==> config.mk <==
export PLATFORM = sky130hd
export DESIGN_NAME = dmap_nested_tag_extractor_core
export DESIGN_NICKNAME = d
export VERILOG_FILES = /design/src/design/dnte_pkg.sv /design/src/design/dnte_cfg_regs.sv /design/src/design/dmap_nested_tag_extractor_core.sv
export SDC_FILE = /design/constraint.sdc
export NUM_CORES = 2
export LEC_CHECK = 0
export BUFFER_PORTS_ARGS = -buffer_cell sky130_fd_sc_hd__buf_4
export CAP_MARGIN = 20
export CORE_MARGIN = 5
export CORE_UTILIZATION = 39
export CTS_BUF_LIST = sky130_fd_sc_hd__clkbuf_4 sky130_fd_sc_hd__clkbuf_8
export DETAILED_ROUTE_END_ITERATION = 16
export PLACE_DENSITY = 0.54
export SLEW_MARGIN = 20
export SYNTH_ARGS = -nofsm -noshare
export SYNTH_HDL_FRONTEND = slang
export SYNTH_SLANG_ARGS = --single-unit
==> constraint.sdc <==
create_clock -name clk -period 15.04 [get_ports clk]
set_input_delay 2.256 -clock clk [delete_from_list [all_inputs] [get_ports clk]]
set_output_delay 2.256 -clock clk [all_outputs]
set_load 0.02 [all_outputs]
==> src/design/dnte_pkg.sv <==
// shared constants, types and codes for the nested dmap tag extractor
package dnte_pkg;

    // position and length width of the message walk
    localparam int LEN_W     = 16;
    // nesting levels below the message itself
    localparam int MAX_DEPTH = 8;
    localparam int DEPTH_W   = $clog2(MAX_DEPTH + 1);
    // text values are cut to TEXT_CAP-1 bytes
    localparam int TEXT_CAP  = 256;
    localparam int CNT_W     = $clog2(TEXT_CAP);
    // bytes in one item header: tag then length
    localparam int HDR_BYTES = 8;
    localparam int HCNT_W    = 4;

    // printable range used when probing for a nested container
    localparam logic [7:0] PRINT_LO = 8'h20;
    localparam logic [7:0] PRINT_HI = 8'h7e;

    // register reset values: "minm", "asar", "asal"
    localparam logic [31:0] TITLE_RESET  = 32'h6d696e6d;
    localparam logic [31:0] ARTIST_RESET = 32'h61736172;
    localparam logic [31:0] ALBUM_RESET  = 32'h6173616c;

    // configuration port address width
    localparam int ADDR_W = 4;

    typedef enum logic [1:0] {
        REG_TITLE  = 2'd0,
        REG_ARTIST = 2'd1,
        REG_ALBUM  = 2'd2
    } reg_index_t;

    // field codes on field_id
    localparam logic [1:0] FIELD_TITLE  = 2'd0;
    localparam logic [1:0] FIELD_ARTIST = 2'd1;
    localparam logic [1:0] FIELD_ALBUM  = 2'd2;
    localparam logic [1:0] FIELD_NONE   = 2'd3;

    // configured tag codes handed to the parser
    typedef struct packed {
        logic [31:0] title_tag;
        logic [31:0] artist_tag;
        logic [31:0] album_tag;
    } tag_cfg_t;

    typedef enum logic [5:0] {
        MODE_IDLE    = 6'b000001,
        MODE_HEADER  = 6'b000010,
        MODE_CAPTURE = 6'b000100,
        MODE_PROBE   = 6'b001000,
        MODE_SKIP    = 6'b010000,
        MODE_DONE    = 6'b100000
    } mode_t;

    // outcome of a complete header
    typedef struct packed {
        mode_t            mode;
        logic [LEN_W-1:0] vl;
        logic             hit_empty;
        logic             capture;
        logic [1:0]       field;
    } decide_t;

endpackage

==> src/design/dnte_cfg_regs.sv <==
// configuration registers for the three tag codes, apb-style access
module dnte_cfg_regs (
    input  logic                          clk,
    input  logic                          rst_n,
    input  logic                          psel,
    input  logic                          penable,
    input  logic                          pwrite,
    input  logic [dnte_pkg::ADDR_W-1:0]   paddr,
    input  logic [31:0]                   pwdata,
    output logic [31:0]                   prdata,
    output logic                          pready,
    output dnte_pkg::tag_cfg_t            tags
);
    import dnte_pkg::*;

    logic [31:0] title_reg;
    logic [31:0] artist_reg;
    logic [31:0] album_reg;
    logic [1:0]  widx;
    logic        wr_en;

    assign pready = 1'b1;
    assign widx   = paddr[ADDR_W-1:2];
    assign wr_en  = psel & penable & pwrite;

    // register writes
    always_ff @(posedge clk or negedge rst_n)
    begin
        if (!rst_n)
        begin
            title_reg  <= TITLE_RESET;
            artist_reg <= ARTIST_RESET;
            album_reg  <= ALBUM_RESET;
        end
        else if (wr_en)
        begin
            if (widx == REG_TITLE)
                title_reg <= pwdata;
            if (widx == REG_ARTIST)
                artist_reg <= pwdata;
            if (widx == REG_ALBUM)
                album_reg <= pwdata;
        end
    end

    // read back
    always_comb
    begin
        unique case (widx)
            REG_TITLE:  prdata = title_reg;
            REG_ARTIST: prdata = artist_reg;
            REG_ALBUM:  prdata = album_reg;
            default:    prdata = 32'd0;
        endcase
    end

    assign tags.title_tag  = title_reg;
    assign tags.artist_tag = artist_reg;
    assign tags.album_tag  = album_reg;

endmodule

==> src/design/dmap_nested_tag_extractor_core.sv <==
// top level of the nested dmap tag extractor: byte walk, container stack, text output
//
// The block takes one message byte per cycle while in_stall is low and returns at
// most one text request per byte. A byte is held in an input register, walked
// through the parser in a single pass, and its result is written to the output
// register when the parser advances; a new byte is accepted every cycle as long
// as the output register drains. The cycle is set by the header
// decision followed by the container pop, which compares every level of the
// nine-entry end-position stack in parallel. The stack needs no clearing after
// reset: levels are only read once written at message start or container entry.
// Title, artist and album tag codes are set through the apb-style registers at
// addresses 0, 4, 8.
module dmap_nested_tag_extractor_core (
    input  logic                          clk,
    input  logic                          rst_n,
    // configuration port
    input  logic                          psel,
    input  logic                          penable,
    input  logic                          pwrite,
    input  logic [dnte_pkg::ADDR_W-1:0]   paddr,
    input  logic [31:0]                   pwdata,
    output logic [31:0]                   prdata,
    output logic                          pready,
    // byte input
    input  logic                          in_valid,
    output logic                          in_stall,
    input  logic [7:0]                    data_byte,
    input  logic                          message_start,
    input  logic [15:0]                   message_length,
    // text output
    output logic                          out_valid,
    input  logic                          out_stall,
    output logic [1:0]                    field_id,
    output logic [7:0]                    text_byte,
    output logic                          has_byte,
    output logic                          value_start,
    output logic                          value_end
);
    import dnte_pkg::*;

    localparam logic [CNT_W:0] TEXT_LIMIT = (CNT_W + 1)'(TEXT_CAP - 1);

    tag_cfg_t tags;

    dnte_cfg_regs u_cfg (
        .clk     (clk),
        .rst_n   (rst_n),
        .psel    (psel),
        .penable (penable),
        .pwrite  (pwrite),
        .paddr   (paddr),
        .pwdata  (pwdata),
        .prdata  (prdata),
        .pready  (pready),
        .tags    (tags)
    );

    // input register
    logic             in_valid_reg;
    logic [7:0]       in_byte_reg;
    logic             in_start_reg;
    logic [LEN_W-1:0] in_len_reg;

    // parser state
    mode_t              mode_reg,  mode_next;
    logic [LEN_W-1:0]   pos_reg,   pos_next;
    logic [63:0]        hwin_reg,  hwin_next;
    logic [HCNT_W-1:0]  hcnt_reg,  hcnt_next;
    logic [DEPTH_W-1:0] depth_reg, depth_next;
    logic [LEN_W-1:0]   top_reg,   top_next;
    logic [LEN_W-1:0]   vl_reg,    vl_next;
    logic [1:0]         cfield_reg, cfield_next;
    logic [CNT_W-1:0]   ccnt_reg,  ccnt_next;
    logic [LEN_W-1:0]   end_reg  [MAX_DEPTH+1];
    logic [LEN_W-1:0]   end_next [MAX_DEPTH+1];

    // output register
    logic       out_valid_reg;
    logic [1:0] field_id_reg,  field_id_next;
    logic [7:0] text_byte_reg, text_byte_next;
    logic       has_byte_reg,  has_byte_next;
    logic       vstart_reg,    vstart_next;
    logic       vend_reg,      vend_next;
    logic       emit;

    logic advance;

    assign advance  = in_valid_reg && !(out_valid_reg && out_stall);
    assign in_stall = in_valid_reg && !advance;

    assign out_valid   = out_valid_reg;
    assign field_id    = field_id_reg;
    assign text_byte   = text_byte_reg;
    assign has_byte    = has_byte_reg;
    assign value_start = vstart_reg;
    assign value_end   = vend_reg;

    function automatic logic printable4(input logic [31:0] t);
        logic ok;
        ok = 1'b1;
        for (int i = 0; i < 4; i++)
        begin
            if (t[8*i +: 8] < PRINT_LO || t[8*i +: 8] > PRINT_HI)
                ok = 1'b0;
        end
        return ok;
    endfunction

    // decision on a complete header against the end of its container
    function automatic decide_t decide_header(input logic [63:0]      hwin,
                                              input logic [LEN_W-1:0] e,
                                              input logic [LEN_W-1:0] nxt,
                                              input tag_cfg_t         cfg);
        logic [31:0]      tag;
        logic [31:0]      n;
        logic [LEN_W-1:0] room;
        logic [1:0]       f;
        decide_t          d;
        tag  = hwin[63:32];
        n    = hwin[31:0];
        room = (e > nxt) ? (e - nxt) : '0;
        priority if (tag == cfg.title_tag)
            f = FIELD_TITLE;
        else if (tag == cfg.artist_tag)
            f = FIELD_ARTIST;
        else if (tag == cfg.album_tag)
            f = FIELD_ALBUM;
        else
            f = FIELD_NONE;
        d.mode      = MODE_HEADER;
        d.vl        = n[LEN_W-1:0];
        d.hit_empty = 1'b0;
        d.capture   = 1'b0;
        d.field     = f;
        if (n > {{(32-LEN_W){1'b0}}, room})
        begin
            // length overrun: drop what is left of the container
            d.vl   = room;
            d.mode = (room != '0) ? MODE_SKIP : MODE_HEADER;
        end
        else if (f != FIELD_NONE)
        begin
            if (n == 32'd0)
                d.hit_empty = 1'b1;
            else
            begin
                d.capture = 1'b1;
                d.mode    = MODE_CAPTURE;
            end
        end
        else if (n >= 32'(HDR_BYTES))
            d.mode = MODE_PROBE;
        else if (n != 32'd0)
            d.mode = MODE_SKIP;
        return d;
    endfunction

    // single-pass byte step
    always_comb
    begin
        mode_t              s_mode;
        logic [LEN_W-1:0]   s_pos;
        logic [LEN_W-1:0]   nxt;
        logic [LEN_W-1:0]   dec_e;
        logic [LEN_W-1:0]   push_end;
        logic [LEN_W-1:0]   gap;
        logic               do_decide;
        logic               last;
        logic               found;
        logic [DEPTH_W-1:0] k;
        decide_t            d;

        s_mode      = mode_reg;
        s_pos       = pos_reg;
        hwin_next   = hwin_reg;
        hcnt_next   = hcnt_reg;
        depth_next  = depth_reg;
        top_next    = top_reg;
        vl_next     = vl_reg;
        cfield_next = cfield_reg;
        ccnt_next   = ccnt_reg;
        for (int j = 0; j <= MAX_DEPTH; j++)
            end_next[j] = end_reg[j];

        emit           = 1'b0;
        field_id_next  = cfield_reg;
        text_byte_next = in_byte_reg;
        has_byte_next  = 1'b0;
        vstart_next    = 1'b0;
        vend_next      = 1'b0;

        nxt       = pos_reg + 1'b1;
        dec_e     = top_reg;
        push_end  = '0;
        gap       = '0;
        do_decide = 1'b0;
        last      = 1'b0;
        found     = 1'b0;
        k         = '0;
        d         = '0;

        // message start restarts the walk at level zero
        if (in_start_reg)
        begin
            s_pos       = '0;
            depth_next  = '0;
            end_next[0] = in_len_reg;
            top_next    = in_len_reg;
            hwin_next   = '0;
            hcnt_next   = '0;
            vl_next     = '0;
            ccnt_next   = '0;
            if (in_len_reg == '0)
                s_mode = MODE_DONE;
            else if (in_len_reg < LEN_W'(HDR_BYTES))
            begin
                s_mode  = MODE_SKIP;
                vl_next = in_len_reg;
            end
            else
                s_mode = MODE_HEADER;
        end

        mode_next = s_mode;
        pos_next  = s_pos;
        nxt       = s_pos + 1'b1;

        if (s_mode != MODE_IDLE && s_mode != MODE_DONE)
        begin
            unique case (s_mode)
                MODE_HEADER:
                begin
                    hwin_next = {hwin_next[55:0], in_byte_reg};
                    hcnt_next = hcnt_next + 1'b1;
                    if (hcnt_next == HCNT_W'(HDR_BYTES))
                    begin
                        do_decide = 1'b1;
                        dec_e     = top_next;
                    end
                end
                MODE_CAPTURE:
                begin
                    vl_next = vl_next - 1'b1;
                    if ({1'b0, ccnt_next} < TEXT_LIMIT)
                    begin
                        last = ({1'b0, ccnt_next} + 1'b1 == TEXT_LIMIT) || (vl_next == '0);
                        emit           = 1'b1;
                        field_id_next  = cfield_next;
                        text_byte_next = in_byte_reg;
                        has_byte_next  = 1'b1;
                        vstart_next    = (ccnt_next == '0);
                        vend_next      = last;
                        ccnt_next      = ccnt_next + 1'b1;
                    end
                    if (vl_next == '0)
                        mode_next = MODE_HEADER;
                end
                MODE_PROBE:
                begin
                    hwin_next = {hwin_next[55:0], in_byte_reg};
                    hcnt_next = hcnt_next + 1'b1;
                    vl_next   = vl_next - 1'b1;
                    if (hcnt_next == HCNT_W'(HDR_BYTES))
                    begin
                        hcnt_next = '0;
                        if (printable4(hwin_next[63:32]) &&
                            hwin_next[31:0] <= {{(32-LEN_W){1'b0}}, vl_next} &&
                            depth_next < DEPTH_W'(MAX_DEPTH))
                        begin
                            // enter the value as a nested container
                            push_end             = nxt + vl_next;
                            depth_next           = depth_next + 1'b1;
                            end_next[depth_next] = push_end;
                            top_next             = push_end;
                            do_decide            = 1'b1;
                            dec_e                = push_end;
                        end
                        else
                            mode_next = (vl_next != '0) ? MODE_SKIP : MODE_HEADER;
                    end
                end
                MODE_SKIP:
                begin
                    vl_next = vl_next - 1'b1;
                    if (vl_next == '0)
                        mode_next = MODE_HEADER;
                end
                default:
                begin
                    mode_next = s_mode;
                end
            endcase

            if (do_decide)
            begin
                d         = decide_header(hwin_next, dec_e, nxt, tags);
                hcnt_next = '0;
                mode_next = d.mode;
                vl_next   = d.vl;
                if (d.hit_empty)
                begin
                    emit           = 1'b1;
                    field_id_next  = d.field;
                    text_byte_next = 8'd0;
                    has_byte_next  = 1'b0;
                    vstart_next    = 1'b1;
                    vend_next      = 1'b1;
                end
                if (d.capture)
                begin
                    cfield_next = d.field;
                    ccnt_next   = '0;
                end
            end

            pos_next = nxt;

            // item boundary: pop finished containers, skip short tails
            if (mode_next == MODE_HEADER && hcnt_next == '0)
            begin
                for (int j = 0; j <= MAX_DEPTH; j++)
                begin
                    if (DEPTH_W'(j) <= depth_next && nxt < end_next[j])
                    begin
                        found = 1'b1;
                        k     = DEPTH_W'(j);
                    end
                end
                if (!found)
                begin
                    mode_next  = MODE_DONE;
                    depth_next = '0;
                end
                else
                begin
                    depth_next = k;
                    top_next   = end_next[k];
                    gap        = end_next[k] - nxt;
                    if (gap < LEN_W'(HDR_BYTES))
                    begin
                        vl_next   = gap;
                        mode_next = MODE_SKIP;
                    end
                end
            end
        end
    end

    // input register
    always_ff @(posedge clk or negedge rst_n)
    begin
        if (!rst_n)
            in_valid_reg <= 1'b0;
        else if (!in_stall)
            in_valid_reg <= in_valid;
    end

    always_ff @(posedge clk)
    begin
        if (!in_stall && in_valid)
        begin
            in_byte_reg  <= data_byte;
            in_start_reg <= message_start;
            in_len_reg   <= message_length;
        end
    end

    // parser state
    always_ff @(posedge clk or negedge rst_n)
    begin
        if (!rst_n)
        begin
            mode_reg   <= MODE_IDLE;
            pos_reg    <= '0;
            hwin_reg   <= '0;
            hcnt_reg   <= '0;
            depth_reg  <= '0;
            top_reg    <= '0;
            vl_reg     <= '0;
            cfield_reg <= '0;
            ccnt_reg   <= '0;
        end
        else if (advance)
        begin
            mode_reg   <= mode_next;
            pos_reg    <= pos_next;
            hwin_reg   <= hwin_next;
            hcnt_reg   <= hcnt_next;
            depth_reg  <= depth_next;
            top_reg    <= top_next;
            vl_reg     <= vl_next;
            cfield_reg <= cfield_next;
            ccnt_reg   <= ccnt_next;
        end
    end

    // container end stack
    always_ff @(posedge clk)
    begin
        if (advance)
        begin
            for (int j = 0; j <= MAX_DEPTH; j++)
                end_reg[j] <= end_next[j];
        end
    end

    // output register
    always_ff @(posedge clk or negedge rst_n)
    begin
        if (!rst_n)
            out_valid_reg <= 1'b0;
        else if (!(out_valid_reg && out_stall))
            out_valid_reg <= advance && emit;
    end

    always_ff @(posedge clk)
    begin
        if (advance && emit)
        begin
            field_id_reg  <= field_id_next;
            text_byte_reg <= text_byte_next;
            has_byte_reg  <= has_byte_next;
            vstart_reg    <= vstart_next;
            vend_reg      <= vend_next;
        end
    end

endmodule
==> results.json <==
{
  "outcome": "finished, final reports clean",
  "num_vias": 29020,
  "layout_commonest_cell": "nand2_1",
  "rsz0062_at_grt": "no",
  "initial_utilization_pct": 39.15,
  "detail_route.wirelength_mm": 124.0,
  "ys_ff_latch": 416,
  "synthesis.area_um2": 31380,
  "area_growth_pct": 13.28,
  "finClkSkew_ps": 60.47,
  "grt_max_degree": 105,
  "die_w_um": 293.7,
  "syn-mean-instance-area_um2": 8.805,
  "setup_viol_count_final": 0,
  "cts_resized": 0,
  "rrSetupSlack_ps": 670,
  "drive_gt1_share_pct": 15.95,
  "vdd_drop_max_v": 0.00006265,
  "critPathMaxStageDelay_ps": 570,
  "die_h_um": 293.7,
  "placed_cell_area_um2": 33760,
  "drtIter0Drc": 2812,
  "drv_slew": 0,
  "avgRoutedWirePerCell_um": 25.75,
  "grtUsageTotal_pct": 27.72,
  "nets": 3980,
  "cts_tree": "yes",
  "clockBufferDepth": 3,
  "largest_register_ffs": 144,
  "holdWs_ps": 471.5,
  "critPathMaxFanout": 16,
  "start_kind": "register",
  "postLayoutCellArea_um2": 35550,
  "dpl.hpwl_mm": 91.43,
  "clkLatencyLatePin_ps": 720,
  "layout_worst_path_cycle_share_pct": 95.53,
  "fmax_mhz": 69.60,
  "synthDistinctLibCells": 100,
  "via_per_inst": 6.025,
  "port_buffers": 112,
  "path_clk_slew_ps": 60,
  "min_period_ps": 14370,
  "power_leakage_nw": 15.35,
  "rows": 104,
  "worst_pin_slew_ps": 1186,
  "setup-tns-final_ps": 0,
  "cts-htree-levels": 3,
  "drtPass1Iterations": 6,
  "overflow": 0,
  "grt_pass1_vias": 27790,
  "nFillCells": 8050,
  "slew_headroom_pct": 20.44,
  "total_power_mw": 4.475,
  "mostFrequentLayoutCells": "nand2_1 (360), o21ai_0 (334), inv_1 (264)",
  "postRouteAntennaNets": 0,
  "async_flop_share_pct": 56.25,
  "grt_first_pass_wirelength_mm": 182.4,
  "ctsHoldBuffers": 0,
  "synth_seq_area_share_pct": 36.27,
  "cts_setup_buffers": 0,
  "cp_slowest_cell": "o31ai_1",
  "syn_inst": 3564,
  "power_density_nw_per_um2": 125.9,
  "drv_cap": 0,
  "required_ps": 15590,
  "coreArea_um2": 80160,
  "ios": 116,
  "critPathKind": "register to register",
  "cp-end-kind": "register",
  "synth_edf_count": 182,
  "drc": 0,
  "dieArea_um2": 86240,
  "antenna_found_initial": 1,
  "gp_congestion": 0.9777,
  "cts-root-buf": "clkbuf_8",
  "numCtsBuffers": 84,
  "cts.sinks": 416,
  "synth_ff_type": "dfrtp_1",
  "hold_path.class": "register to register",
  "hold_viol": 0,
  "synth_nets": 3858,
  "yosysWarnings": 0,
  "critical_path_arrival_ps": 14920
}
[synth_stat cells, types with 50 or more instances]
master | n | area share (%)
a211oi_1 | 53 | 1.3
a21o_1 | 70 | 1.7
a21oi_1 | 206 | 3.3
clkbuf_1 | 147 | 1.8
dfrtp_1 | 184 | 15
dfstp_2 | 50 | 4.2
edfxtp_1 | 182 | 17
ha_1 | 223 | 8.9
inv_1 | 266 | 3.2
mux2_2 | 107 | 3.8
mux2i_1 | 126 | 4.0
nand2_1 | 361 | 4.3
nand3_1 | 72 | 1.1
nand4_1 | 68 | 1.4
nor2_1 | 222 | 2.7
nor3_1 | 58 | 0.93
o21ai_0 | 334 | 5.3
o22ai_1 | 66 | 1.3
xnor2_1 | 51 | 1.4
[critical path: cells and delay by family (launching register included)]
family | cells | cell delay [ps]
DFF | 1 | 510
buffers and inverters | 6 | 1040
adders and majority gates | 5 | 1560
and+or+nand+nor | 15 | 4150
AOI/OAI and AO/OA | 27 | 6510
muxes | 2 | 320
[metal layers]
layer / wire length (um) / vias to the layer above / part of all wire [%] / GRT usage [%]
met1: 52880 / 14200 / 43 / 37.11
li1: - / 13410 / - / -
met2: 57470 / 1131 / 46 / 45.79
met3: 7552 / 276 / 6.1 / 3.442
met4: 6143 / 0 / 5.0 / 11.19
met5: 0 / - / 0 / 0
[kinds of logic (layout without fill, tap and decap cells)]
family / count (synthesis) / after routing / synth area share [%]
flip-flops: 416 / 416 / 36.27
adder cells (fa/ha/maj): 226 / 226 / 9.083
AND/OR/NAND/NOR: 1040 / 1040 / 16.10
other: 1 / 2 / 0.01195
XOR/XNOR: 96 / 96 / 2.679
multiplexers: 235 / 235 / 7.942
buffers and inverters: 471 / 663 / 5.829
AO/OA/AOI/OAI: 1079 / 1079 / 22.08
[cell type report]
class	count	area [um2]	share of cell area, %
diodes	1	2.502	0.007039
clock buffers	132	1560	4.389
clock inverters	24	193.9	0.5455
inverters	268	1012	2.847
multi-input cells	2677	18220	51.26
flip-flops and latches	416	11380	32.02
well taps	1060	1326	3.731
repair buffers	239	1847	5.195
[worst paths after layout]
| path | from | cells past startpoint | to |
|---|---|---|---|
| worst min register to register | in_byte_reg[0] | 0 | text_byte[0] |
| worst max-delay path | in_len_reg[14] | 55 | vl_reg[5] |
| worst max register to register | in_len_reg[14] | 55 | vl_reg[5] |
| worst min-delay path | in_byte_reg[0] | 0 | text_byte[0] |
| max in group asynchronous | rst_n | 2 | top_reg[9] |
| min in group asynchronous | rst_n | 1 | ccnt_reg[2] |
[report_power, final]
group	total, mW	internal [mW]	switching (mW)
clock network	1.25	0.695	0.552
registers	1.48	1.32	0.153
logic	1.75	0.632	1.12
total	4.48	2.65	1.82
[stage by stage]
step | instances | util (%) | setup slack, ps
final | 4817 | 44.35 | 672.0
after global routing | 4817 | 44.35 | 169.5
after CTS | 4815 | 44.31 | 1101
after detailed placement | 4659 | 42.12 | 1195
after global placement | 4659 | 42.12 | 1192
after floorplan | 3564 | - | 1822
Note: power is estimated with default switching activity, not from simulation.
